===== config.mk =====
export PLATFORM = sky130hd
export DESIGN_NAME = dls_mul
export DESIGN_NICKNAME = d
export VERILOG_FILES = /design/src/rtl/assert_macros.svh /design/src/rtl/dls_pkg.sv /design/src/rtl/dls_mul.sv
export SDC_FILE = /design/constraint.sdc
export NUM_CORES = 2
export LEC_CHECK = 0
export BUFFER_PORTS_ARGS = -buffer_cell sky130_fd_sc_hd__buf_2
export CORE_MARGIN = 5
export CORE_UTILIZATION = 30
export CTS_CLUSTER_SIZE = 20
export DETAILED_ROUTE_END_ITERATION = 10
export GPL_TIMING_DRIVEN = 0
export HOLD_SLACK_MARGIN = 0.15
export PLACE_DENSITY = 0.49
export SYNTH_ARGS = -nofsm -noshare
export SYNTH_HDL_FRONTEND = slang
export SYNTH_SLANG_ARGS = --single-unit

===== constraint.sdc =====
create_clock -name aclk -period 7.6 [get_ports aclk]
set_input_delay 1.52 -clock aclk [delete_from_list [all_inputs] [get_ports aclk]]
set_output_delay 1.52 -clock aclk [all_outputs]
set_load 0.02 [all_outputs]

===== src/rtl/assert_macros.svh =====
// assertion macros for the solver top level
`ifndef ASSERT_MACROS_SVH
`define ASSERT_MACROS_SVH

// same-cycle implication, checked out of reset
`define DLS_ASSERT_NOW(label, clk, rst_n, ante, cons, msg) \
    label: assert property (@(posedge clk) disable iff (!(rst_n)) (ante) |-> (cons)) \
        else $error(msg);

// next-cycle implication, checked out of reset
`define DLS_ASSERT_NEXT(label, clk, rst_n, ante, cons, msg) \
    label: assert property (@(posedge clk) disable iff (!(rst_n)) (ante) |=> (cons)) \
        else $error(msg);

`endif


===== src/rtl/dls_pkg.sv =====
// shared types and constants for the damped least-squares solver
package dls_pkg;

    localparam int JAC_W       = 16;
    localparam int DAMP_W      = 16;
    localparam int RATE_W      = 32;
    localparam int STATUS_W    = 2;
    localparam int BV_W        = 2 * JAC_W + 2;
    localparam int MUL_CHUNK_W = 18;
    localparam int MUL_LAT     = 2;
    localparam int DIV_QB      = RATE_W + 1;
    localparam int DIV_LAT     = DIV_QB + 3;

    localparam logic [DAMP_W-1:0] DAMPING_RESET = 16'd41;

    typedef enum logic [STATUS_W-1:0] {
        ST_OK        = 2'd0,
        ST_SINGULAR  = 2'd1,
        ST_SATURATED = 2'd2
    } status_t;

endpackage


===== src/rtl/dls_mul.sv =====
// pipelined signed multiplier, operand b split into chunks, two register stages
module dls_mul import dls_pkg::*; #(
    parameter int AW = 34,
    parameter int BW = 34
) (
    input  logic                    aclk,
    input  logic                    en,
    input  logic signed [AW-1:0]    a,
    input  logic signed [BW-1:0]    b,
    output logic signed [AW+BW-1:0] p
);

    localparam int CHW = MUL_CHUNK_W;
    localparam int NC  = (BW + CHW - 1) / CHW;
    localparam int EW  = NC * CHW;
    localparam int PPW = AW + CHW + 1;
    localparam int SW  = AW + EW + 1;

    logic signed [EW-1:0]    bx;
    logic signed [PPW-1:0]   pp_next [NC];
    logic signed [PPW-1:0]   pp_reg  [NC];
    logic signed [AW+BW-1:0] p_next;
    logic signed [AW+BW-1:0] p_reg;

    assign bx = EW'(b);

    always_comb begin
        logic signed [CHW:0] ck;
        for (int k = 0; k < NC; k++) begin
            if (k == NC - 1) begin
                ck = $signed({bx[k*CHW+CHW-1], bx[k*CHW +: CHW]});
            end else begin
                ck = $signed({1'b0, bx[k*CHW +: CHW]});
            end
            pp_next[k] = a * ck;
        end
    end

    always_comb begin
        logic signed [SW-1:0] s;
        s = '0;
        for (int k = 0; k < NC; k++) begin
            s = s + (SW'(pp_reg[k]) <<< (k * CHW));
        end
        p_next = $signed(s[AW+BW-1:0]);
    end

    always_ff @(posedge aclk) begin
        if (en) begin
            pp_reg <= pp_next;
            p_reg  <= p_next;
        end
    end

    assign p = p_reg;

endmodule


==> impl_metrics.tcl <==
set metrics [dict create \
    required_ns 7.89 \
    grtUsageTotal 0.207 \
    hold_violations 0 \
    die-area_um2 169000 \
    critical_path_class "input pin to flop" \
    num_vias 35800 \
    routed_wl_um 171000 \
    start_kind "input pin" \
    met3_usage 0.0329 \
    cp_max_fo 10 \
    wl_per_cell_um 22.8 \
    ant_nets 0 \
    grtUsageMet1 0.277 \
    syn_area_um2 48200 \
    hpwlAfterDp_um 143000 \
    synth-seq-cells 171 \
    rr_endpoint "p[44]" \
    cts.sinks 171 \
    rsz0062_at_grt "true" \
    r2r_slack_ns 3.82 \
    final_net_count 6872 \
    end_kind "flop" \
    fin_crit_sh 0.998 \
    ff2ff_path_depth 13 \
    gp_congestion 0.955 \
    layout_setup_ws_ns 0.0131 \
    yosys.area.top_type "fa_1" \
    worstMarginPinSlew_ns 0.872 \
    async_reset_ff_frac 0 \
    die_w_um 411 \
    cts_buffers 17 \
    timing.final.crit_period_ns 7.59 \
    synth.avg_cell_area_um2 9.29 \
    grt_start_max_net_pins 104 \
    ys_top_cells_by_count "inv_1, fa_1, nand2_1" \
    setup_violations 0 \
    grt_pass1_wl_um 256000 \
    synthCells 5185 \
    cts.clk_slew.worst_paths_ns 0.09 \
    clock_path_buffers 2 \
    finalClockSkew_ns 0.0203 \
    min-delay-start "pp_reg[64]" \
    clk_latency_ns 0.54 \
    drt_iter0_drc 2588 \
    drc 0 \
    synth_area_leaders "fa_1, edfxtp_1, inv_1" \
    arrival_ns 7.88 \
    synthFlopType "edfxtp_1" \
    initial_core_util 0.301 \
    place_ws_ns -3.18 \
    fillers 16600 \
    regArea_um2 5130 \
    via_per_inst 4.78 \
    area_delta_synth_final_pct 14.9 \
    largest_register_ffs 103 \
    grt_overflow_total 0 \
    hold_path_class "flop to flop" \
    status "finished clean" \
    first_global_vias 38700 \
    top_usage_layer "met2" \
    dieHeight_um 411 \
    fmax_mhz 132 \
    coreArea_um2 160000 \
    ctsHtreeMaxLevel 4 \
    antenna_found_initial 14 \
    rows 147 \
    r2r-start "pp_reg[0]" \
    synth_top_area_share 0.459 \
    io_pins 138 \
    hold_end "p[11]" \
    multi_input_area_um2 37900 \
    min_path_cells 0 \
    use_met2 0.337 \
    layout-drive-gt1-share 0.105 \
    ys.warnings.count 0 \
    synth_cell_type_count 68 \
    holdBufCountCts 0 \
    cts_tree "yes" \
    synthMostInstantiatedCell "inv_1" \
    firstDrtPassIters 7 \
    ys_seq_area_frac 0.107 \
    port_buffers 125 \
    drv_slew 0 \
    cap_viol_max_count 0 \
    slew_headroom 0.419 \
    synth_fp_nets 6657 \
    cts-root-buf "clkbuf_16" \
    synth_edf_count 171 \
]
## logic make-up (layout without fill, tap and decap cells)
kind of cell / Yosys count / in the layout / synth area share
simple gates: 1457 / 1457 / 0.146
xor+xnor: 147 / 147 / 0.0267
flops: 171 / 171 / 0.107
fa+ha+maj: 1402 / 1402 / 0.536
compound gates: 452 / 452 / 0.0628
other cells: 0 / 4 / 0
buf+inv: 1556 / 1784 / 0.121
## what timing repair did
item,in CTS,in global routing
pin swaps,28,68
hold endpoints to repair,0,0
endpoints found under the setup margin,70,33
cloned,0,2
gates resized for setup,580,286
buffers inserted,18,58
## per-stage QoR
stage / instances / TNS (ns) / util / cell area, µm² / hold slack (ns)
after floorplan: 5185 / -0.00376 / - / 48200 / 0.400
after CTS: 7442 / 0 / 0.338 / 54100 / 0.423
final: 7503 / 0 / 0.346 / 55400 / 0.420
after detailed placement: 7398 / -125.98 / 0.322 / 51500 / 0.405
after global placement: 7396 / -123.66 / 0.321 / 51400 / 0.401
after global routing: 7499 / -0.337 / 0.346 / 55400 / 0.428
## routing by layer
layer,vias up,wire [µm]
li1,15700,-
met1,18700,73200
met2,1159,78900
met3,281,11200
met4,8,8150
met5,-,53
## critical path, stage by stage
cell	delay, ns
buf_4	0.18
clkbuf_8	0.25
nand2_1	0.11
fa_1	0.54
inv_1	0.05
fa_1	0.45
fa_1	0.50
fa_1	0.52
fa_1	0.56
inv_2	0.04
fa_1	0.57
inv_2	0.07
ha_4	0.30
nand4_1	0.18
nor3_4	0.30
inv_2	0.08
a211oi_4	0.22
buf_6	0.16
nor2_4	0.06
o311ai_4	0.44
a31oi_4	0.18
buf_4	0.19
o31ai_2	0.24
xnor2_1	0.13
## placed cells by master (no fill, tap or decap), types with 89 or more instances in the layout
cell type,netlist,layout
inv_1,1319,1307
fa_1,1104,1097
nand2_1,705,702
and2_1,515,509
ha_1,298,271
edfxtp_1,171,171
a21oi_1,135,124
buf_4,0,110
nor2_1,106,102
xnor2_1,96,95
buf_2,1,89
## final cells by class
cell class	instances	share of cell area
repair buffers	205	0.0286
clock buffers	18	0.00775
well taps	2086	0.0471
inverters	1319	0.0894
flip-flops and latches	171	0.0927
clock inverters	14	0.00230
multi-input cells	3458	0.684
plain buffers	228	0.0478
diodes	4	0.000181
## how the worst max path moves through the flow
stage | startpoint | end | slack [ns] | cells past startpoint
3_5_place_dp | b[21] | pp_reg[49] | -3.18 | 23
6_report | a[10] | pp_reg[42] | 0.01 | 24
2_1_floorplan | b[19] | pp_reg[49] | -0.004 | 24
5_1_grt | b[22] | pp_reg[46] | -0.08 | 24
4_1_cts | b[19] | pp_reg[49] | 0.006 | 25
3_3_place_gp | b[19] | pp_reg[49] | -3.17 | 23
Power is left out: the tool's default activity adds up to more than one toggle a clock period on the data nets, which glitch-free logic cannot reach.
